`config.mk`:
```
export PLATFORM = sky130hd
export DESIGN_NAME = pat_ctrl
export DESIGN_NICKNAME = d
export VERILOG_FILES = /design/src/rtl/pat_pkg.sv /design/src/rtl/pat_ctrl.sv
export SDC_FILE = /design/constraint.sdc
export NUM_CORES = 1
export LEC_CHECK = 0
export BUFFER_PORTS_ARGS = -buffer_cell sky130_fd_sc_hd__buf_2
export CAP_MARGIN = 20
export CORE_AREA = 2 2 39 41
export DETAILED_ROUTE_END_ITERATION = 6
export DIE_AREA = 0 0 41 43
export GPL_TIMING_DRIVEN = 0
export PLACE_DENSITY_LB_ADDON = 0.05
export SLEW_MARGIN = 25
export SYNTH_ARGS = -nofsm -noshare
export SYNTH_HDL_FRONTEND = slang
export SYNTH_SLANG_ARGS = --single-unit
export TNS_END_PERCENT = 1
```
`constraint.sdc`:
```
create_clock -name aclk -period 1.7 [get_ports aclk]
set_input_delay 0.34 -clock aclk [delete_from_list [all_inputs] [get_ports aclk]]
set_output_delay 0.34 -clock aclk [all_outputs]
set_load 0.02 [all_outputs]
```
`src/rtl/pat_pkg.sv`:
```
// ----------------------------------------------------------------------------
// pat_pkg
// Types, constants and codes shared by the acceptor table modules.
// ----------------------------------------------------------------------------
package pat_pkg;

    localparam int SLOTS     = 1024;
    localparam int MAX_RANGE = 64;
    localparam int PEERS     = 16;

    localparam int SLOT_AW = $clog2(SLOTS);
    localparam int WALK_W  = $clog2(MAX_RANGE + 1);

    typedef enum logic [1:0] {
        OP_PREPARE    = 2'd0,
        OP_ACCEPT     = 2'd1,
        OP_RETRANSMIT = 2'd2,
        OP_DELIVER    = 2'd3
    } op_t;

    typedef enum logic [1:0] {
        K_PROMISE = 2'd0,
        K_REJECT  = 2'd1,
        K_LEARN   = 2'd2,
        K_RELEARN = 2'd3
    } kind_t;

    typedef struct packed {
        logic [1:0]  operation;
        logic [31:0] instance_req;
        logic [31:0] range_end;
        logic [31:0] ballot;
        logic [63:0] value;
        logic [3:0]  peer;
    } req_t;

    typedef struct packed {
        logic [1:0]  kind;
        logic [31:0] out_instance;
        logic [31:0] out_ballot;
        logic [31:0] value_ballot;
        logic [63:0] out_value;
        logic        has_value;
        logic        final_res;
        logic        broadcast;
        logic [3:0]  dest_peer;
        logic        last;
    } res_t;

    typedef struct packed {
        logic        valid;
        logic [31:0] inst;
        logic [31:0] promised;
        logic [31:0] vballot;
        logic        has_value;
        logic [63:0] value;
    } slot_t;

    typedef enum logic [2:0] {
        ST_CLEAR,
        ST_IDLE,
        ST_DECODE,
        ST_EXEC,
        ST_WREAD,
        ST_WEVAL,
        ST_WFLUSH
    } state_t;

    typedef struct packed {
        logic clr_step;
        logic cap;
        logic rd_look;
        logic commit;
        logic walk_init;
        logic rd_walk;
        logic walk_eval;
        logic walk_step;
        logic flush;
    } cmd_t;

    typedef struct packed {
        logic clr_done;
        logic is_walk;
        logic range_empty;
        logic emits;
        logic out_free;
        logic walk_match;
        logic pend_valid;
        logic walk_end;
    } sts_t;

endpackage

```
`src/rtl/pat_ctrl.sv`:
```
// ----------------------------------------------------------------------------
// pat_ctrl
// Sequencer: memory clear, request decode, slot update and range walk.
// ----------------------------------------------------------------------------
module pat_ctrl (
    input  logic          aclk,
    input  logic          aresetn,
    input  logic          s_valid,
    output logic          s_ready,
    input  pat_pkg::sts_t sts,
    output pat_pkg::cmd_t cmd
);

    pat_pkg::state_t state_reg, state_next;
    logic            proceed;

    always_comb begin
        proceed = 1'b1;
        case (state_reg)
            pat_pkg::ST_EXEC:   proceed = !sts.emits || sts.out_free;
            pat_pkg::ST_WEVAL:  proceed = !sts.walk_match || !sts.pend_valid || sts.out_free;
            pat_pkg::ST_WFLUSH: proceed = !sts.pend_valid || sts.out_free;
            default:            proceed = 1'b1;
        endcase
    end

    always_comb begin
        state_next = state_reg;
        case (state_reg)
            pat_pkg::ST_CLEAR: begin
                if (sts.clr_done) state_next = pat_pkg::ST_IDLE;
            end
            pat_pkg::ST_IDLE: begin
                if (s_valid) state_next = pat_pkg::ST_DECODE;
            end
            pat_pkg::ST_DECODE: begin
                if (!sts.is_walk)         state_next = pat_pkg::ST_EXEC;
                else if (sts.range_empty) state_next = pat_pkg::ST_IDLE;
                else                      state_next = pat_pkg::ST_WREAD;
            end
            pat_pkg::ST_EXEC: begin
                if (proceed) state_next = pat_pkg::ST_IDLE;
            end
            pat_pkg::ST_WREAD: begin
                state_next = pat_pkg::ST_WEVAL;
            end
            pat_pkg::ST_WEVAL: begin
                if (proceed) begin
                    state_next = sts.walk_end ? pat_pkg::ST_WFLUSH : pat_pkg::ST_WREAD;
                end
            end
            pat_pkg::ST_WFLUSH: begin
                if (proceed) state_next = pat_pkg::ST_IDLE;
            end
            default: begin
                state_next = pat_pkg::ST_IDLE;
            end
        endcase
    end

    always_comb begin
        cmd     = '0;
        s_ready = 1'b0;
        case (state_reg)
            pat_pkg::ST_CLEAR: cmd.clr_step = 1'b1;
            pat_pkg::ST_IDLE: begin
                s_ready = 1'b1;
                cmd.cap = s_valid;
            end
            pat_pkg::ST_DECODE: begin
                cmd.rd_look   = !sts.is_walk;
                cmd.walk_init = sts.is_walk && !sts.range_empty;
            end
            pat_pkg::ST_EXEC:  cmd.commit  = proceed;
            pat_pkg::ST_WREAD: cmd.rd_walk = 1'b1;
            pat_pkg::ST_WEVAL: begin
                cmd.walk_eval = proceed;
                cmd.walk_step = proceed && !sts.walk_end;
            end
            pat_pkg::ST_WFLUSH: cmd.flush = proceed;
            default: cmd = '0;
        endcase
    end

    always_ff @(posedge aclk) begin
        if (!aresetn) begin
            state_reg <= pat_pkg::ST_CLEAR;
        end else begin
            state_reg <= state_next;
        end
    end

endmodule

```
Yosys cells after proc, flatten, opt, wreduce, memory -nomap -nowiden:

Index checks and enable logic that the tools add are counted.

* output and inout bits: 10
* bits in latches: 0
* ROM bits: 0
* logic and storage cells: 44
* memories kept: 0
* memory bits (writable): 0
* flip-flop bits (word level): 3

* eq/ne operators: 10
* divide/modulo/power cells: 0
* multiply operators: 0
* mux-type cells: 18
* shift operators: 0
* add/sub/neg operators: 0
* reductions and logical operators: 15
* bitwise gates (word level): 0
* $lt $le $gt $ge: 0

Operators with widths (number)
* 3-bit 2-to-1 mux: 6
* 3-bit one-hot mux with 6 select lines: 1
* 3-bit == test (second input constant): 3
* 1-bit 2-to-1 mux: 8
* 3-bit by 2-bit == test with 1-bit output (second input constant): 2
* 1-bit zero test: 6
* 2-bit inequality test (second input constant): 3
* 1-bit logical OR: 4
* 2-bit 2-to-1 mux: 2
* 4-bit AND reduction: 1
* 3-bit by 1-bit == test with 1-bit output (second input constant): 1
* 3-bit zero test: 1
* 1-bit one-hot mux with 3 select lines: 1
* 1-bit logical AND: 2
* 2-bit by 1-bit inequality test with 1-bit output (second input constant): 1
* 2-bit OR reduction: 1

Depth between registers and ports, before layout:

Gate-level depths: netlist (run 1).

* depth in word-level cells: 6
* depth in mapped cells: 5

Worst setup path after synthesis (run 1):

Ideal clock, no wire load.

* path type: reg2out
* from: register state_reg[1]
* to: output port cmd[5] in the netlist's numbering
* cell stages (with the launch flop): 4
* data required time: 1.360 ns
* data arrival time: 1.369 ns
* buffers on the path: 1
* path slack: -0.009 ns
* cell sequence: dfxtp_1 > clkbuf_4 > inv_1 > nor4b_1

RTL lines
* start: declaration: line pat_ctrl.sv:14 `pat_pkg::state_t state_reg, state_next;`
* start signal: assignment: line pat_ctrl.sv:87 `state_reg <= pat_pkg::ST_CLEAR;`
* start signal: assignment: line pat_ctrl.sv:89 `state_reg <= state_next;`
* end: declaration: line pat_ctrl.sv:11 `output pat_pkg::cmd_t cmd`

==> results of run 1 <==
[power by group]
part	switching, mW	total [mW]	internal, mW
Clock	0.0334	0.121	0.0877
Combinational	0.289	0.623	0.333
Sequential	0.0572	0.166	0.109
Total	0.380	0.910	0.530
[cells in the mapped netlist]
cell,n
nand3b_1,1
nor3_1,1
and3_1,1
nand2_1,4
buf_2,1
nor4_1,1
or3b_1,1
nor3b_2,1
xor2_1,1
nand2b_1,1
o21ai_0,2
dfxtp_1,3
o211ai_2,1
a311oi_1,1
and4b_1,1
and2_1,2
nor3b_1,1
buf_4,1
mux2i_1,2
nor2_1,2
a21boi_1,1
a21oi_1,1
nand4b_1,2
clkbuf_4,1
a21oi_2,1
a2111oi_4,1
a31oi_1,1
nor4b_1,1
nand3_1,1
nor2b_1,3
inv_1,3
[logic make-up (layout without fill, tap and decap cells)]
kind of cell,Yosys count,after routing,share of synthesized area [%]
AOI/OAI and AO/OA,9,9,23.9
muxes,2,2,5.54
xor gates and xnor gates,1,1,2.42
and+or+nand+nor,24,24,42.9
buffers and inverters,6,39,8.65
DFF,3,3,16.6
[per-stage QoR]
| step | setup TNS [ns] | util [%] | total power, mW | instances |
|---|---|---|---|---|
| global placement | 0 | 35.3 | 0.589 | 81 |
| detailed placement | 0 | 35.3 | 0.586 | 81 |
| global route | -0.504 | 47.1 | 0.988 | 94 |
| finish | -0.0692 | 47.1 | 0.910 | 94 |
| CTS | -0.0597 | 44.4 | 0.862 | 94 |
| floorplan | 0 | - | 0.471 | 45 |
[final timing paths]
| kind | start | to | slack [ns] |
|---|---|---|---|
| worst max register to register | state_reg[0]$_SDFFE_PN0P_ | state_reg[0]$_SDFFE_PN0P_ | 0.28 |
| worst min register to register | state_reg[1]$_SDFFE_PN0P_ | state_reg[1]$_SDFFE_PN0P_ | 0.63 |
| worst min-delay path | aresetn | state_reg[1]$_SDFFE_PN0P_ | 0.39 |
| worst max-delay path | state_reg[0]$_SDFFE_PN0P_ | cmd[1] | -0.04 |
[critical path: stages (launching register included)]
cell	delay [ns]
dfxtp_4	0.37
xor2_2	0.18
a31oi_2	0.20
nand2_1	0.10
and4b_1	0.20
buf_6	0.13
[cell type report]
| type | count | area, sq um | share of cell area, % |
|---|---|---|---|
| buffer | 3 | 35.0 | 5.37 |
| multi-input combinational | 36 | 303 | 46.4 |
| clock buffer | 4 | 26.3 | 4.03 |
| sequential | 3 | 68.8 | 10.6 |
| timing repair buffer | 29 | 188 | 28.8 |
| tap | 16 | 20.0 | 3.07 |
| inverter | 3 | 11.3 | 1.73 |
[metal layers]
metal	part of all wire (%)	vias to the layer above	track usage [%]
met4	0	0	8.00
met2	55	12	24.7
met3	4.1	0	4.71
met5	0	-	0
li1	-	229	-
met1	41	213	20.1
[what timing repair did]
| action | in CTS | in global routing |
|---|---|---|
| endpoints found under the setup margin | 5 | 9 |
| pin swaps | 3 | 1 |
| gates resized for setup | 10 | 10 |
| setup buffers | 9 | 0 |
==> results by group, run 1 <==
Run status
  • Outcome: finished, violations left
  • Failing checks: negative setup slack

STA
  • Slew headroom: 82.9%
  • Slew Viols, Final: 0
  • Skew final: 0.00488 ns
  • Fmax achieved: 575 MHz
  • Final hold violations: 0
  • Setup Viol. Count Final: 2
  • Minimum clock period: 1.74 ns
  • Tightest Pin Transition: 0.257 ns
  • RSZ-0062 raised after global routing: yes
  • Tcrit/Tclk final: 102%
  • Final WS setup: -0.0398 ns
  • WHS: 0.393 ns

Floorplanning
  • Initial Utilization: 26.1%
  • Total core area: 1380 sq um
  • Io pins: 21
  • Die ar.: 1760 sq um
  • Row count: 14
  • Width of the die: 41 um
  • Die Y: 43 um

Placed design
  • GP Congestion: 0.685
  • IO Port Bufs: 20
  • Post-DP Area: 488 sq um
  • Post-DP HPWL: 728 um
  • Dpl ws: 0.0308 ns

Hold path
  • Hold path depth: 3
  • Hold Crit Class: primary input to flop

CTS
  • Clock Sinks: 3
  • Clk_lat worst skew: 0.23 ns
  • CTS clk-pin slew, worst paths: 0.04 ns
  • CTS Buf Count: 3
  • CTS Hold Bufs: 0
  • Root buf cell: clkbuf_4
  • CTS H-tree depth: 1
  • CTS Buffer Depth: 2
  • CTS tree: yes

Synth
  • Library cells used by synthesis: 31
  • Area leader, netlist: dfxtp_1
  • Top cells by area, synth: dfxtp_1 17%, a2111oi_4 7.6%, mux2i_1 5.5%
  • Net count after synthesis: 56
  • Share of the synthesized area in the top cell type: 16.6%
  • Post-Synthesis Cell Area: 362 sq um
  • Synthesized instance count: 45
  • Seq/Total Area, Yosys: 16.6%
  • Mapped Avg Cell Area: 8.04 sq um
  • Synthesis-stage register bit count: 3
  • Yosys warning count: 0

GRT
  • Total global routing overflow: 0
  • Initial antenna violation count: 0
  • Total GRT Usage: 16.3%
  • Vias in the first global route: 436
  • First-pass GRT wire length: 1.92 mm
  • Largest net degree at the start of global routing: 11

Cells and area
  • Fraction of layout instances using a drive strength above 1: 60.3%
  • Most frequent cells in the layout: 16 x buf_2, 12 x buf_4, 4 x nand2_1
  • Fillcell total: 154
  • Commonest non-fill, non-tap cell in the layout: buf_2
  • Area Overhead vs Synth: 80.3%
  • Max reg flops: 3
  • Antenna diodes: 0
  • Nets: 90
  • Post-route design area: 652 sq um

Worst setup path
  • Crit start category: flop
  • Setup crit end kind: primary output
  • R2R depth: 6
  • WP data arrival: 1.40 ns
  • Crit Path Class: flop to primary output
  • Req. time, crit path: 1.36 ns
  • Worst-path fanout max: 6

Power and ir drop
  • Power density over the cells: 1400 nW/um^2
  • Worst VDD drop: 657 uV
  • Leakage Power: 0.317 nW

Route
  • DR pass1 iterations: 4
  • Final WL: 1.15 mm
  • DRT iter0 DRCs: 3
  • Avg WL per Cell: 12.2 um
  • Vias/cell: 4.83
  • Routed Antenna Nets: 0
  • # DRC: 0
  • Vias: 454

Run
  • Max-cap violations: 0
(Power assumes the default switching activity.)
==> inputs of run 2 (changes only) <==
==> constraint.sdc (replaced) <==
create_clock -name aclk -period 1.7 [get_ports aclk]
set_input_delay 0.17 -clock aclk [delete_from_list [all_inputs] [get_ports aclk]]
set_output_delay 0.17 -clock aclk [all_outputs]
set_load 0.02 [all_outputs]
==> run 2 against run 1 <==
Effect of this change: the flow now finishes without violations; sequential share of layout area increased by 1.9 points; critical path depth unchanged; flip-flop and latch count unchanged; setup slack better by 0.13 ns; clock power hardly changed; via count is 10% lower; critical endpoint unchanged; first-iteration DRC count stayed put; utilization decreased by 8.7 points; critical path type unchanged; highest routed layer unchanged.
==> results by group, run 2 (synthesis gave the netlist of run 1 again) <==
Power and ir drop
  • Clock power share: 16.5% (was 13.3%)
  • Combinational share of power: 63.6% (was 68.5%)
  • NetSw: 333 uW (was 380 uW)
  • Pint: 407 uW (was 530 uW)
  • Power density over the cells: 1390 nW/um^2 (was 1400 nW/um^2)
  • Leakage Power: 0.262 nW (was 0.317 nW)
  • Worst VDD drop: 525 uV (was 657 uV)
  • Sw Share: 45.0% (was 41.8%)
  • Seq pwr share: 19.9% (was 18.2%)
  • Total power: 740 uW (was 910 uW)

Worst setup path
  • Worst setup path start: state_reg[0]$_SDFFE_PN0P_ (unchanged)
  • Crit Path Class: flop to primary output (unchanged)
  • Crit path max-delay family: flip-flops (unchanged)
  • Worst-path fanout max: 7 (was 6)
  • Reg-to-Reg Start: state_reg[0]$_SDFFE_PN0P_ (unchanged)
  • Worst path bufs/invs: 1 (unchanged)
  • Setup crit end kind: primary output (unchanged)
  • Critical path's largest stage delay: 0.36 ns (was 0.37 ns)
  • Req. time, crit path: 1.53 ns (was 1.36 ns)
  • CP max stage cell: dfxtp_4 (unchanged)
  • Cell breakdown of the critical path: xor2_1, a31oi_2, nand2_1, and4b_1, buf_2 (was xor2_2, a31oi_2, nand2_1, and4b_1, buf_6)
  • WP data arrival: 1.44 ns (was 1.40 ns)
  • Crit start category: flop (unchanged)

Floorplanning
  • Width of the die: 41 um (unchanged)
  • Io pins: 21 (unchanged)
  • Total core area: 1380 sq um (unchanged)
  • Row count: 14 (unchanged)
  • Die Y: 43 um (unchanged)
  • Die ar.: 1760 sq um (unchanged)
  • Initial Utilization: 26.1% (unchanged)

Route
  • Avg WL per Cell: 11.2 um (was 12.2 um)
  • # DRC: 0 (unchanged)
  • Vias: 407 (was 454)
  • Vias/cell: 4.79 (was 4.83)
  • DRT iter0 DRCs: 3 (unchanged)
  • DR pass1 iterations: 4 (unchanged)
  • Final WL: 956 um (was 1.15 mm)
  • Routed Antenna Nets: 0 (unchanged)

GRT
  • First-pass GRT wire length: 1.57 mm (was 1.92 mm)
  • Vias in the first global route: 380 (was 436)
  • Total GRT Usage: 13.5% (was 16.3%)
  • Total global routing overflow: 0 (unchanged)
  • Initial antenna violation count: 0 (unchanged)
  • Largest net degree at the start of global routing: 11 (unchanged)

STA
  • Setup TNS: 0 ns (was -0.0692 ns)
  • Skew final: 0.00107 ns (was 0.00488 ns)
  • Tcrit/Tclk final: 94.8% (was 102%)
  • Final hold violations: 0 (unchanged)
  • Setup Viol. Count Final: 0 (was 2)
  • Minimum clock period: 1.61 ns (was 1.74 ns)
  • Slew Viols, Final: 0 (unchanged)
  • Fmax achieved: 620 MHz (was 575 MHz)
  • Slew headroom: 82.5% (was 82.9%)
  • Final WS setup: 0.0877 ns (was -0.0398 ns)
  • WHS: 0.229 ns (was 0.393 ns)
  • Tightest Pin Transition: 0.262 ns (was 0.257 ns)
  • RSZ-0062 raised after global routing: no (was yes)

Placed design
  • Post-DP HPWL: 742 um (was 728 um)
  • Placed insts: 81 (unchanged)
  • GP Congestion: 0.686 (was 0.685)
  • Dpl ws: 0.201 ns (was 0.0308 ns)
  • IO Port Bufs: 20 (unchanged)

CTS
  • CTS Buffer Depth: 2 (unchanged)
  • CTS Buf Count: 3 (unchanged)
  • Clock Sinks: 3 (unchanged)
  • Clk_lat worst skew: 0.23 ns (about the same)
  • CTS Hold Bufs: 0 (unchanged)
  • Root buf cell: clkbuf_4 (unchanged)
  • CTS H-tree depth: 1 (unchanged)
  • CTS clk-pin slew, worst paths: 0.03 ns (was 0.04 ns)
  • CTS tree: yes (unchanged)
  • Postcts setup bufs: 0 (was 9)

Cells and area
  • FF+latch area: 66.3 sq um (was 68.8 sq um)
  • Fillcell total: 169 (was 154)
  • Most frequent cells in the layout: 21 x buf_2, 4 x nand2_1, 3 x inv_1, 3 x nor2b_1, 3 x clkbuf_4 (was 16 x buf_2, 12 x buf_4, 4 x nand2_1)
  • Nets: 81 (was 90)
  • Area Overhead vs Synth: 47.1% (was 80.3%)
  • Max reg flops: 3 (unchanged)
  • Antenna diodes: 0 (unchanged)
  • Final cell count without fillers: 85 (was 94)
  • Multi-input logic area: 277 sq um (was 303 sq um)
  • Fraction of layout instances using a drive strength above 1: 49.3% (was 60.3%)
  • Commonest non-fill, non-tap cell in the layout: buf_2 (unchanged)

Hold path
  • Hold Crit Class: primary input to flop (unchanged)
  • Hold_sp: aresetn (unchanged)

Run status
  • Outcome: finished, final reports clean (was finished, violations left)

Run
  • Max-cap violations: 0 (unchanged)
run 2: cell types whose count changed in the layout (fill, tap and decap cells not counted):
cell / delta
buf_8: -1
xor2_2: -1
nor3b_2: -1
buf_6: -1
nand2b_4: -1
nor4b_2: -1
nor3b_1: +1
dfxtp_4: -1
xor2_1: +1
buf_4: -12
buf_2: +5
nand2b_1: +1
nor4b_1: +1
dfxtp_2: +1
run 2: metal layers:
metal	GRT usage, %	up-vias	wire (um)
li1	-	213	-
met1	15.4	186	417
met2	20.3	8	496
met3	3.14	0	43
met4	10.0	0	0
met5	0	-	0
run 2: metrics by stage:
step / instance area (sq um) / util, %
3_3_place_gp: 482 / 34.8
3_5_place_dp: 482 / 34.8
4_1_cts: 517 / 37.3
5_1_grt: 532 / 38.4
2_1_floorplan: 362 / -
6_report: 532 / 38.4
run 2: path summary, 6_finish.rpt:
path | end | slack, ns | cells past startpoint
worst max-delay path | cmd[1] | 0.09 | 5
worst min-delay path | state_reg[0]$_SDFFE_PN0P_ | 0.23 | 3
worst max register to register | state_reg[0]$_SDFFE_PN0P_ | 0.50 | 5
worst min register to register | state_reg[1]$_SDFFE_PN0P_ | 0.64 | 3
run 2: layout make-up:
cell class / instances / share of cell area, %
Multi-Input combinational cell: 36 / 52.0
Timing Repair Buffer: 20 / 18.8
Sequential cell: 3 / 12.5
Buffer: 3 / 5.88
Clock buffer: 4 / 4.94
Tap cell: 16 / 3.76
Inverter: 3 / 2.12
run 2: tightest hold or removal path, delay by kind of cell:
family        cells  cell delay (ns)
simple gates      1             0.06
buf+inv           1             0.12
mux               1             0.05
run 2: power groups by stage:
| stage | Sequential, mW | Combinational (mW) | Clock (mW) |
|---|---|---|---|
| 6_report | 0.147 | 0.471 | 0.122 |
| 5_1_grt | 0.154 | 0.522 | 0.134 |
| 4_1_cts | 0.139 | 0.463 | 0.131 |
| 3_5_place_dp | 0.134 | 0.451 | 0 |
| 3_3_place_gp | 0.136 | 0.449 | 0 |
| 2_1_floorplan | 0.122 | 0.345 | 0 |
run 2: repair_timing:
action | in CTS | in global routing
endpoints found under the hold margin | 0 | 0
gates resized for setup | 3 | 5
setup endpoints to repair | 2 | 2
